===== src/assert_macros.svh =====
// Assertion macros used by the RTL (dct2d_forward_block).
`ifndef ASSERT_MACROS_SVH
`define ASSERT_MACROS_SVH

// Same-cycle implication, disabled while reset is asserted.
`define ASSERT_NOW(label, clk, rst_n, ante, cons) \
    label: assert property (@(posedge clk) disable iff (!rst_n) (ante) |-> (cons)) \
        else $error("assertion failed");

// Next-cycle implication, disabled while reset is asserted.
`define ASSERT_NEXT(label, clk, rst_n, ante, cons) \
    label: assert property (@(posedge clk) disable iff (!rst_n) (ante) |=> (cons)) \
        else $error("assertion failed");

`endif


===== src/dct_pkg.sv =====
`timescale 1ns / 1ps
// ----------------------------------------------------------------------------
// dct_pkg
// Constants, types and cosine tables for the 8x8 forward DCT block.
// ----------------------------------------------------------------------------
package dct_pkg;

    localparam int BLOCK_SIZE = 8;
    localparam int PIX_W      = 8;
    localparam int COEF_W     = 16;
    localparam int IDX_W      = 3;
    localparam int ADDR_W     = 6;
    localparam int STORE_DEPTH = 64;
    localparam int ROW_W      = 28;   // row-pass partial sum
    localparam int SUM_W      = 46;   // full 2-D sum, Q30
    localparam int PROD_W     = 64;   // normalized sum, Q45
    localparam int OPB_W      = 48;   // serial operand register
    localparam int DIG_W      = 4;
    localparam int CNT_W      = 4;
    localparam int COS_W      = 17;
    localparam int RND_SHIFT  = 44;   // divide by N * 2^41 with N = 8

    localparam logic [CNT_W-1:0] PIX_DIGITS  = 4'd2;
    localparam logic [CNT_W-1:0] ROW_DIGITS  = 4'd7;
    localparam logic [CNT_W-1:0] SUM_DIGITS  = 4'd12;

    localparam logic [IDX_W-1:0] IDX_LAST = 3'd7;

    typedef struct packed {
        logic             start;
        logic             top_signed;
        logic [CNT_W-1:0] digits;
    } t_mac_req;

    // cos(k*pi/16) in Q15, k = 0..8
    function automatic logic [15:0] cos_quadrant(input logic [3:0] idx);
        logic [15:0] val;
        case (idx)
            4'd0:    val = 16'd32768;
            4'd1:    val = 16'd32138;
            4'd2:    val = 16'd30274;
            4'd3:    val = 16'd27246;
            4'd4:    val = 16'd23170;
            4'd5:    val = 16'd18205;
            4'd6:    val = 16'd12540;
            4'd7:    val = 16'd6393;
            default: val = 16'd0;
        endcase
        return val;
    endfunction

    // cos(k*pi/16) in Q15 for any k modulo 32
    function automatic logic signed [COS_W-1:0] cos_q15(input logic [4:0] k);
        logic [15:0] mag;
        logic        neg;
        mag = 16'd0;
        neg = 1'b0;
        if (k <= 5'd8) begin
            mag = cos_quadrant(k[3:0]);
        end else if (k <= 5'd16) begin
            mag = cos_quadrant(4'(5'd16 - k));
            neg = 1'b1;
        end else if (k <= 5'd24) begin
            mag = cos_quadrant(4'(k - 5'd16));
            neg = 1'b1;
        end else begin
            mag = cos_quadrant(4'(6'd32 - 6'(k)));
        end
        return neg ? -$signed({1'b0, mag}) : $signed({1'b0, mag});
    endfunction

    // C(u)*C(v) in Q15
    function automatic logic signed [COS_W-1:0] norm_q15(input logic [IDX_W-1:0] u,
                                                         input logic [IDX_W-1:0] v);
        logic signed [COS_W-1:0] val;
        if (u == '0 && v == '0) begin
            val = 17'sd16384;
        end else if (u == '0 || v == '0) begin
            val = 17'sd23170;
        end else begin
            val = 17'sd32768;
        end
        return val;
    endfunction

endpackage


===== src/dct_stream_if.sv =====
`timescale 1ns / 1ps
// ----------------------------------------------------------------------------
// dct_pix_if / dct_coef_if
// Valid/ready channels for pixels in and coefficients out.
// ----------------------------------------------------------------------------
interface dct_pix_if
    import dct_pkg::*;
();
    logic             valid;
    logic             ready;
    logic [PIX_W-1:0] pixel_value;

    modport source (output valid, output pixel_value, input ready);
    modport sink   (input valid, input pixel_value, output ready);
endinterface

interface dct_coef_if
    import dct_pkg::*;
();
    logic                     valid;
    logic                     ready;
    logic signed [COEF_W-1:0] coefficient;
    logic [IDX_W-1:0]         freq_row;
    logic [IDX_W-1:0]         freq_col;
    logic                     block_end;

    modport source (output valid, output coefficient, output freq_row,
                    output freq_col, output block_end, input ready);
    modport sink   (input valid, input coefficient, input freq_row,
                    input freq_col, input block_end, output ready);
endinterface


===== src/dct_ram.sv =====
`timescale 1ns / 1ps
// ----------------------------------------------------------------------------
// dct_ram
// Simple dual-port RAM: one write port, one read port, registered read.
// ----------------------------------------------------------------------------
module dct_ram #(
    parameter int WIDTH = 8,
    parameter int DEPTH = 64,
    localparam int AW   = $clog2(DEPTH)
) (
    input  logic             i_clk,
    input  logic             i_we,
    input  logic [AW-1:0]    i_waddr,
    input  logic [WIDTH-1:0] i_wdata,
    input  logic [AW-1:0]    i_raddr,
    output logic [WIDTH-1:0] o_rdata
);
    logic [WIDTH-1:0] r_mem [DEPTH];
    logic [WIDTH-1:0] r_rdata;

    always_ff @(posedge i_clk) begin
        if (i_we) begin
            r_mem[i_waddr] <= i_wdata;
        end
        r_rdata <= r_mem[i_raddr];
    end

    assign o_rdata = r_rdata;
endmodule


===== src/dct_mac.sv =====
`timescale 1ns / 1ps
// ----------------------------------------------------------------------------
// dct_mac
// Digit-serial multiplier: a 17-bit signed factor times an operand shifted
// in four bits per cycle, most significant digit first.
// ----------------------------------------------------------------------------
module dct_mac
    import dct_pkg::*;
(
    input  logic                     i_clk,
    input  logic                     i_rst_n,
    input  t_mac_req                 i_req,
    input  logic signed [COS_W-1:0]  i_a,
    input  logic [OPB_W-1:0]         i_b,
    output logic                     o_done,
    output logic signed [PROD_W-1:0] o_prod
);
    logic                     r_busy;
    logic                     r_done;
    logic [CNT_W-1:0]         r_cnt;
    logic                     r_sgn;
    logic                     r_first;
    logic signed [COS_W-1:0]  r_a;
    logic [OPB_W-1:0]         r_b;
    logic signed [PROD_W-1:0] r_p;

    logic                            dig_ext;
    logic signed [DIG_W:0]           dig;
    logic signed [COS_W+DIG_W:0]     pp;

    always_comb begin
        // top digit of a signed operand carries the sign
        dig_ext = r_first && r_sgn && r_b[OPB_W-1];
        dig     = $signed({dig_ext, r_b[OPB_W-1 -: DIG_W]});
        pp      = r_a * dig;
    end

    always_ff @(posedge i_clk) begin
        if (!i_rst_n) begin
            r_busy  <= 1'b0;
            r_done  <= 1'b0;
            r_cnt   <= '0;
            r_first <= 1'b0;
        end else begin
            r_done <= 1'b0;
            if (i_req.start) begin
                r_a     <= i_a;
                r_b     <= i_b;
                r_cnt   <= i_req.digits;
                r_sgn   <= i_req.top_signed;
                r_first <= 1'b1;
                r_p     <= '0;
                r_busy  <= 1'b1;
            end else if (r_busy) begin
                r_p     <= (r_p <<< DIG_W) + PROD_W'(pp);
                r_b     <= r_b << DIG_W;
                r_cnt   <= r_cnt - CNT_W'(1);
                r_first <= 1'b0;
                if (r_cnt == CNT_W'(1)) begin
                    r_busy <= 1'b0;
                    r_done <= 1'b1;
                end
            end
        end
    end

    assign o_done = r_done;
    assign o_prod = r_p;
endmodule


===== src/dct2d_forward_block.sv =====
`timescale 1ns / 1ps
// ----------------------------------------------------------------------------
// dct2d_forward_block
// 8x8 forward 2-D DCT-II, row-column, on one digit-serial multiplier.
// ----------------------------------------------------------------------------
// i_pix takes 64 unsigned pixels in row-major order, one per transfer, one
// per cycle while ready is high. After the 64th transfer ready drops and
// the block runs the row pass (64 partial sums, 8 terms each), then the column
// pass, sending each of the 64 coefficients on o_coef as it is done, in
// row-major order (u outer, v inner), signed Q12.3, block_end set on the last.
// Every product goes through one 17-bit by 4-bit-digit multiplier: pixel terms,
// column terms and the final scaling in turn. A new block is taken only after
// the last coefficient of the previous one has been sent.
// A stalled receiver holds the block in place; nothing is lost.
// Reset returns the block to loading with an empty count; the pixel and
// partial sum stores are not cleared.
// ----------------------------------------------------------------------------
module dct2d_forward_block
    import dct_pkg::*;
(
    input  logic              i_clk,
    input  logic              i_rst_n,
    dct_pix_if.sink           i_pix,
    dct_coef_if.source        o_coef
);
`include "assert_macros.svh"

    typedef enum logic [3:0] {
        S_LOAD, S_ROW_RD, S_ROW_GO, S_ROW_WAIT,
        S_COL_RD, S_COL_GO, S_COL_WAIT, S_NORM, S_NORM_WAIT, S_OUT
    } t_state;

    t_state                   r_state, n_state;
    logic [ADDR_W-1:0]        r_cnt, n_cnt;
    logic [IDX_W-1:0]         r_i, n_i, r_j, n_j, r_k, n_k;
    logic signed [SUM_W-1:0]  r_sum, n_sum;
    logic signed [COEF_W-1:0] r_coef, n_coef;
    logic [IDX_W-1:0]         r_frow, n_frow, r_fcol, n_fcol;
    logic                     r_bend, n_bend;

    logic                     pix_acc;
    logic [PIX_W-1:0]         pix_rdata;
    logic                     row_we;
    logic [ROW_W-1:0]         row_rdata;
    t_mac_req                 mac_req;
    logic signed [COS_W-1:0]  mac_a;
    logic [OPB_W-1:0]         mac_b;
    logic                     mac_done;
    logic signed [PROD_W-1:0] mac_prod;

    logic [6:0]               ang_row, ang_col;
    logic signed [SUM_W-1:0]  acc;
    logic                     neg;
    logic [PROD_W-1:0]        mag;
    logic [PROD_W-1:0]        rnd;
    logic [PROD_W-RND_SHIFT-1:0] q;
    logic signed [COEF_W-1:0] sat;

    assign pix_acc      = i_pix.valid && i_pix.ready;
    assign i_pix.ready  = (r_state == S_LOAD);
    assign o_coef.valid = (r_state == S_OUT);
    assign o_coef.coefficient = r_coef;
    assign o_coef.freq_row    = r_frow;
    assign o_coef.freq_col    = r_fcol;
    assign o_coef.block_end   = r_bend;

    dct_ram #(.WIDTH(PIX_W), .DEPTH(STORE_DEPTH)) u_pix_ram (
        .i_clk   (i_clk),
        .i_we    (pix_acc),
        .i_waddr (r_cnt),
        .i_wdata (i_pix.pixel_value),
        .i_raddr ({r_i, r_k}),
        .o_rdata (pix_rdata)
    );

    dct_ram #(.WIDTH(ROW_W), .DEPTH(STORE_DEPTH)) u_row_ram (
        .i_clk   (i_clk),
        .i_we    (row_we),
        .i_waddr ({r_i, r_j}),
        .i_wdata (acc[ROW_W-1:0]),
        .i_raddr ({r_k, r_j}),
        .o_rdata (row_rdata)
    );

    dct_mac u_mac (
        .i_clk   (i_clk),
        .i_rst_n (i_rst_n),
        .i_req   (mac_req),
        .i_a     (mac_a),
        .i_b     (mac_b),
        .o_done  (mac_done),
        .o_prod  (mac_prod)
    );

    // operand select and rounding
    always_comb begin
        ang_row = 7'({r_k, 1'b1}) * 7'(r_j);
        ang_col = 7'({r_k, 1'b1}) * 7'(r_i);
        acc     = r_sum + mac_prod[SUM_W-1:0];

        mac_req = '0;
        mac_a   = cos_q15(ang_row[4:0]);
        mac_b   = {pix_rdata, (OPB_W-PIX_W)'(0)};
        case (r_state)
            S_ROW_GO: begin
                mac_req.start  = 1'b1;
                mac_req.digits = PIX_DIGITS;
            end
            S_COL_GO: begin
                mac_req.start      = 1'b1;
                mac_req.top_signed = 1'b1;
                mac_req.digits     = ROW_DIGITS;
                mac_a = cos_q15(ang_col[4:0]);
                mac_b = {row_rdata, (OPB_W-ROW_W)'(0)};
            end
            S_NORM: begin
                mac_req.start      = 1'b1;
                mac_req.top_signed = 1'b1;
                mac_req.digits     = SUM_DIGITS;
                mac_a = norm_q15(r_i, r_j);
                mac_b = OPB_W'(r_sum);
            end
            default: begin
            end
        endcase

        row_we = (r_state == S_ROW_WAIT) && mac_done && (r_k == IDX_LAST);

        // round half away from zero, then saturate
        neg = mac_prod[PROD_W-1];
        mag = neg ? PROD_W'(-mac_prod) : PROD_W'(mac_prod);
        rnd = mag + (PROD_W'(1) << (RND_SHIFT - 1));
        q   = rnd[PROD_W-1:RND_SHIFT];
        if (neg) begin
            sat = (q > (PROD_W-RND_SHIFT)'(32768)) ? -16'sd32768 : COEF_W'(-q);
        end else begin
            sat = (q > (PROD_W-RND_SHIFT)'(32767)) ? 16'sd32767 : COEF_W'(q);
        end
    end

    // sequencer
    always_comb begin
        n_state = r_state;
        n_cnt   = r_cnt;
        n_i     = r_i;
        n_j     = r_j;
        n_k     = r_k;
        n_sum   = r_sum;
        n_coef  = r_coef;
        n_frow  = r_frow;
        n_fcol  = r_fcol;
        n_bend  = r_bend;
        case (r_state)
            S_LOAD: begin
                if (pix_acc) begin
                    n_cnt = r_cnt + ADDR_W'(1);
                    if (r_cnt == ADDR_W'(STORE_DEPTH - 1)) begin
                        n_i     = '0;
                        n_j     = '0;
                        n_k     = '0;
                        n_sum   = '0;
                        n_state = S_ROW_RD;
                    end
                end
            end
            S_ROW_RD: n_state = S_ROW_GO;
            S_ROW_GO: n_state = S_ROW_WAIT;
            S_ROW_WAIT: begin
                if (mac_done) begin
                    n_state = S_ROW_RD;
                    if (r_k == IDX_LAST) begin
                        n_sum = '0;
                        n_k   = '0;
                        n_j   = r_j + IDX_W'(1);
                        if (r_j == IDX_LAST) begin
                            n_i = r_i + IDX_W'(1);
                            if (r_i == IDX_LAST) begin
                                n_state = S_COL_RD;
                            end
                        end
                    end else begin
                        n_sum = acc;
                        n_k   = r_k + IDX_W'(1);
                    end
                end
            end
            S_COL_RD: n_state = S_COL_GO;
            S_COL_GO: n_state = S_COL_WAIT;
            S_COL_WAIT: begin
                if (mac_done) begin
                    n_sum = acc;
                    if (r_k == IDX_LAST) begin
                        n_state = S_NORM;
                    end else begin
                        n_k     = r_k + IDX_W'(1);
                        n_state = S_COL_RD;
                    end
                end
            end
            S_NORM: n_state = S_NORM_WAIT;
            S_NORM_WAIT: begin
                if (mac_done) begin
                    n_coef  = sat;
                    n_frow  = r_i;
                    n_fcol  = r_j;
                    n_bend  = (r_i == IDX_LAST) && (r_j == IDX_LAST);
                    n_state = S_OUT;
                end
            end
            S_OUT: begin
                if (o_coef.ready) begin
                    n_k   = '0;
                    n_sum = '0;
                    n_j   = r_j + IDX_W'(1);
                    if (r_j == IDX_LAST) begin
                        n_i = r_i + IDX_W'(1);
                    end
                    n_state = r_bend ? S_LOAD : S_COL_RD;
                end
            end
            default: n_state = S_LOAD;
        endcase
    end

    always_ff @(posedge i_clk) begin
        if (!i_rst_n) begin
            r_state <= S_LOAD;
            r_cnt   <= '0;
            r_i     <= '0;
            r_j     <= '0;
            r_k     <= '0;
        end else begin
            r_state <= n_state;
            r_cnt   <= n_cnt;
            r_i     <= n_i;
            r_j     <= n_j;
            r_k     <= n_k;
        end
        r_sum  <= n_sum;
        r_coef <= n_coef;
        r_frow <= n_frow;
        r_fcol <= n_fcol;
        r_bend <= n_bend;
    end

    `ASSERT_NOW(a_in_out_excl, i_clk, i_rst_n, o_coef.valid, !i_pix.ready)
    `ASSERT_NOW(a_end_last, i_clk, i_rst_n, o_coef.valid && o_coef.block_end, (o_coef.freq_row == IDX_LAST) && (o_coef.freq_col == IDX_LAST))
    `ASSERT_NOW(a_done_wait, i_clk, i_rst_n, mac_done, (r_state == S_ROW_WAIT) || (r_state == S_COL_WAIT) || (r_state == S_NORM_WAIT))
    `ASSERT_NEXT(a_full_stop, i_clk, i_rst_n, pix_acc && (r_cnt == ADDR_W'(STORE_DEPTH - 1)), !i_pix.ready)
endmodule


===== src/flat_wrapper.sv =====
// flat-port wrapper written by rule: the top's interface ports become plain ports
module dct2d_forward_block_flat import dct_pkg::*;
  (i_clk, i_rst_n, i_pix_valid, i_pix_pixel_value, i_pix_ready, o_coef_valid, o_coef_coefficient, o_coef_freq_row, o_coef_freq_col, o_coef_block_end, o_coef_ready);
  dct_pix_if i_pix_i ();
  dct_coef_if o_coef_i ();
  input  logic i_clk;
  input  logic i_rst_n;
  input wire logic [$bits(i_pix_i.valid)-1:0] i_pix_valid;
  input wire logic [$bits(i_pix_i.pixel_value)-1:0] i_pix_pixel_value;
  output wire logic [$bits(i_pix_i.ready)-1:0] i_pix_ready;
  output wire logic [$bits(o_coef_i.valid)-1:0] o_coef_valid;
  output wire logic [$bits(o_coef_i.coefficient)-1:0] o_coef_coefficient;
  output wire logic [$bits(o_coef_i.freq_row)-1:0] o_coef_freq_row;
  output wire logic [$bits(o_coef_i.freq_col)-1:0] o_coef_freq_col;
  output wire logic [$bits(o_coef_i.block_end)-1:0] o_coef_block_end;
  input wire logic [$bits(o_coef_i.ready)-1:0] o_coef_ready;
  assign i_pix_i.valid = i_pix_valid;
  assign i_pix_i.pixel_value = i_pix_pixel_value;
  assign i_pix_ready = i_pix_i.ready;
  assign o_coef_valid = o_coef_i.valid;
  assign o_coef_coefficient = o_coef_i.coefficient;
  assign o_coef_freq_row = o_coef_i.freq_row;
  assign o_coef_freq_col = o_coef_i.freq_col;
  assign o_coef_block_end = o_coef_i.block_end;
  assign o_coef_i.ready = o_coef_ready;
  dct2d_forward_block u_core (.i_clk(i_clk), .i_rst_n(i_rst_n), .i_pix(i_pix_i), .o_coef(o_coef_i));
endmodule

===== config.mk =====
export PLATFORM = sky130hd
export DESIGN_NAME = dct2d_forward_block_flat
export DESIGN_NICKNAME = d
export VERILOG_FILES = /design/src/dct_pkg.sv /design/src/dct_stream_if.sv /design/src/dct_ram.sv /design/src/dct_mac.sv /design/src/dct2d_forward_block.sv /design/src/flat_wrapper.sv
export VERILOG_INCLUDE_DIRS = /design/src /design/src/src
export SDC_FILE = /design/constraint.sdc
export NUM_CORES = 2
export LEC_CHECK = 0
export ABC_AREA = 1
export BUFFER_PORTS_ARGS = -buffer_cell sky130_fd_sc_hd__buf_2
export CAP_MARGIN = 10
export CORE_MARGIN = 2
export CORE_UTILIZATION = 40
export DETAILED_ROUTE_END_ITERATION = 8
export GPL_TIMING_DRIVEN = 1
export PLACE_DENSITY = 0.63
export SETUP_SLACK_MARGIN = 0.05
export SYNTH_ARGS = -nofsm -noshare
export SYNTH_HDL_FRONTEND = slang
export SYNTH_SLANG_ARGS = --single-unit

===== constraint.sdc =====
create_clock -name i_clk -period 8.45 [get_ports i_clk]
set_input_delay 1.69 -clock i_clk [delete_from_list [all_inputs] [get_ports i_clk]]
set_output_delay 1.69 -clock i_clk [all_outputs]
set_load 0.05 [all_outputs]

==> results.json <==
{
  "status": "completed",
  "wl_mm": 322,
  "critPathCaptureType": "flip-flop",
  "cts.clk_slew.worst_paths_ps": 60,
  "cts_hold_buf": 0,
  "synth_common_cells": "2503 x edfxtp_1, 1282 x nand2_1, 889 x nor2_1, 615 x inv_1, 489 x o21ai_0",
  "synth_edf_count": 2503,
  "async_flop_share_pct": 0,
  "cts.sinks": 2565,
  "grt_pass1_wl_mm": 472,
  "critPathSlowestCell": "edfxtp_1",
  "min_path_type": "reg2reg",
  "timing.fmax_mhz": 152,
  "cts_resized": 0,
  "gp_congestion": 0.890,
  "area_delta_synth_final_pct": 12.5,
  "finClkSkew_ps": 91.4,
  "grt_usage_pct": 22.0,
  "core_um2": 279000,
  "synthFlopType": "edfxtp_1",
  "start_kind": "flip-flop",
  "drive_above_1_share_pct": 8.55,
  "finalSetupViolations": 0,
  "netlist_area_um2": 112000,
  "synth.top_cell.area_share_pct": 66.9,
  "cts_made_buffers": 270,
  "antenna_found_initial": 8,
  "dp_hpwl_mm": 190,
  "finalWorstPathRequiredPeriod_ps": 6570,
  "synthesis.nets": 9207,
  "die_area_um2": 285000,
  "seq_area_frac_synth_pct": 68.0,
  "netSwitchingFraction_pct": 41.6,
  "seqPwrFrac_pct": 37.0,
  "wl_per_cell_um": 25.2,
  "worst_path_most_repeated_cell": "nand2_1",
  "vdd_drop_max_uv": 635,
  "placementRows": 194,
  "grt_util_met2_pct": 36.2,
  "cts.htree.levels": 5,
  "cp.required_ps": 9170,
  "synth.most_common_cell": "edfxtp_1",
  "p_int_w": 0.0342,
  "p_leak_nw": 43.9,
  "cap_violations": 0,
  "worstSetupPathType": "reg2reg",
  "ys_types": 67,
  "vias_per_cell": 5.74,
  "first_iter_violations": 7934,
  "start_util_pct": 40.2,
  "combPwrFrac_pct": 43.4,
  "yosysWarnings": 0,
  "via_count": 73500,
  "synth-seq-cells": 2565,
  "drv_slew": 0,
  "yosysTopAreaCell": "edfxtp_1",
  "antenna_left": 0,
  "hold_viol": 0,
  "drt_pre_antenna_iters": 6,
  "p_per_area_nw_per_um2": 464,
  "n_fill_cell": 24700,
  "dieWidth_um": 534,
  "tightestPinTransition_ps": 1310,
  "nNetsFinal": 9284,
  "place_area_um2": 118000,
  "yosys-top-cells-area": "edfxtp_1 67%, nand2_1 4.3%, fa_1 3.6%, nor2_1 3.0%, ha_1 2.4%",
  "setup_tns_ps": 0,
  "route.detailed.drc": 0,
  "fin_crit_sh_pct": 77.8,
  "power_switching_w": 0.0244,
  "multi_input_area_um2": 32900,
  "grt_pass1_vias": 71800,
  "critPathMaxStageDelay_ps": 750,
  "p_clk_share_pct": 19.6,
  "root_buffer": "clkbuf_16",
  "io_pins": 37,
  "final_cell_area_um2": 126000,
  "cts_setup_buffers": 0,
  "slew_headroom_pct": 12.8,
  "grt_max_degree": 153,
  "die_h_um": 534,
  "io_buffers": 36,
  "worstPathArrival_ps": 7290,
  "seq_area_um2": 76400,
  "gr-total-overflow": 0,
  "clk-insertion-delay-late_ps": 900,
  "crit_fanout": 18,
  "avgSynthCellArea_um2": 12.8,
  "groute.layer.met3.usage_pct": 3.39,
  "rsz0062_at_grt": "false",
  "use_met1_pct": 30.0,
  "cts_tree": "done",
  "cts_max_path_buffers": 4,
  "busiest_layer": "met2",
  "synthCells": 8776
}
state kept, by name (all words and copies together) (netlist names), 6 cells and up:
register                   flops
u_core.u_row_ram.r_mem      1792
u_core.u_pix_ram.r_mem       512
u_core.u_mac.o_prod           64
u_core.u_mac.r_b              48
u_core.r_sum                  46
u_core.u_row_ram.o_rdata      28
u_core.u_mac.r_a              17
u_core.o_coef.coefficient     16
u_core.u_pix_ram.o_rdata       8
u_core.r_cnt                   6
worst paths after layout:
path	start	depth (start not counted)	slack, ps	to
max reg2reg	u_core.u_mac.r_b[47]	28	1880	u_core.u_mac.o_prod[56]
min reg2reg	u_core.u_mac.r_first	2	470	u_core.u_mac.r_first
min	u_core.u_mac.r_first	2	470	u_core.u_mac.r_first
max	u_core.u_mac.r_b[47]	28	1880	u_core.u_mac.o_prod[56]
kinds of logic after synthesis:
family          after synthesis  share of synthesized area, %
fa+ha+maj                   419                          6.02
xor+xnor                     60                         0.481
compound gates             1938                          11.5
simple gates               2762                          10.4
flops                      2565                          68.0
buf+inv                    1032                          3.53
power groups by stage:
stage               Combinational, W  Sequential, W  Clock [W]
detailed placement            0.0250         0.0219          0
floorplan                     0.0158         0.0219          0
global route                  0.0282         0.0217     0.0121
finish                        0.0254         0.0217     0.0115
global placement              0.0246         0.0219          0
CTS                           0.0252         0.0217     0.0116
worst max-delay path, delay by kind of cell (launching register included):
kind,cells,cell delay (ps)
flops,1,750
compound gates,4,860
fa+ha+maj,6,2600
buf+inv,3,360
simple gates,15,1880
area by class of cell:
cell class	instances	share of cell area [%]
flip-flops and latches	2565	60.5
inverters	634	1.90
repair buffers	203	1.28
clock inverters	128	0.945
diodes	10	0.0198
well taps	3724	3.69
multi-input cells	5179	26.0
clock buffers	344	5.71
metal layers:
metal / vias up / wire length, um / part of all wire, %
li1: 32500 / - / -
met1: 37000 / 132000 / 41
met2: 3401 / 153000 / 47
met3: 521 / 27300 / 8.5
met4: 6 / 10300 / 3.2
met5: - / 47 / 0.015
placed cells by master (no fill, tap or decap), types with 93 or more instances in the layout:
cell,count
nand4_1,183
o22ai_1,107
buf_4,152
edfxtp_1,2503
a22oi_1,155
ha_1,214
a21oi_1,343
o21ai_0,489
fa_1,202
nand2_1,1282
a22o_1,261
a221oi_1,207
nand3_1,251
o211ai_1,93
clkbuf_16,275
nor2_1,821
inv_1,610
metrics by stage:
stage	util [%]	total power [W]	hold slack, ps	worst slack, ps	std cells
floorplan	-	0.0376	441	973	8776
global placement	42.2	0.0465	465	1970	12300
detailed placement	42.2	0.0470	468	1960	12300
CTS	45.2	0.0585	478	1930	12800
global route	45.2	0.0620	517	1490	12800
finish	45.2	0.0586	474	1880	12800
No activity file was read; power rests on OpenSTA's default activity.
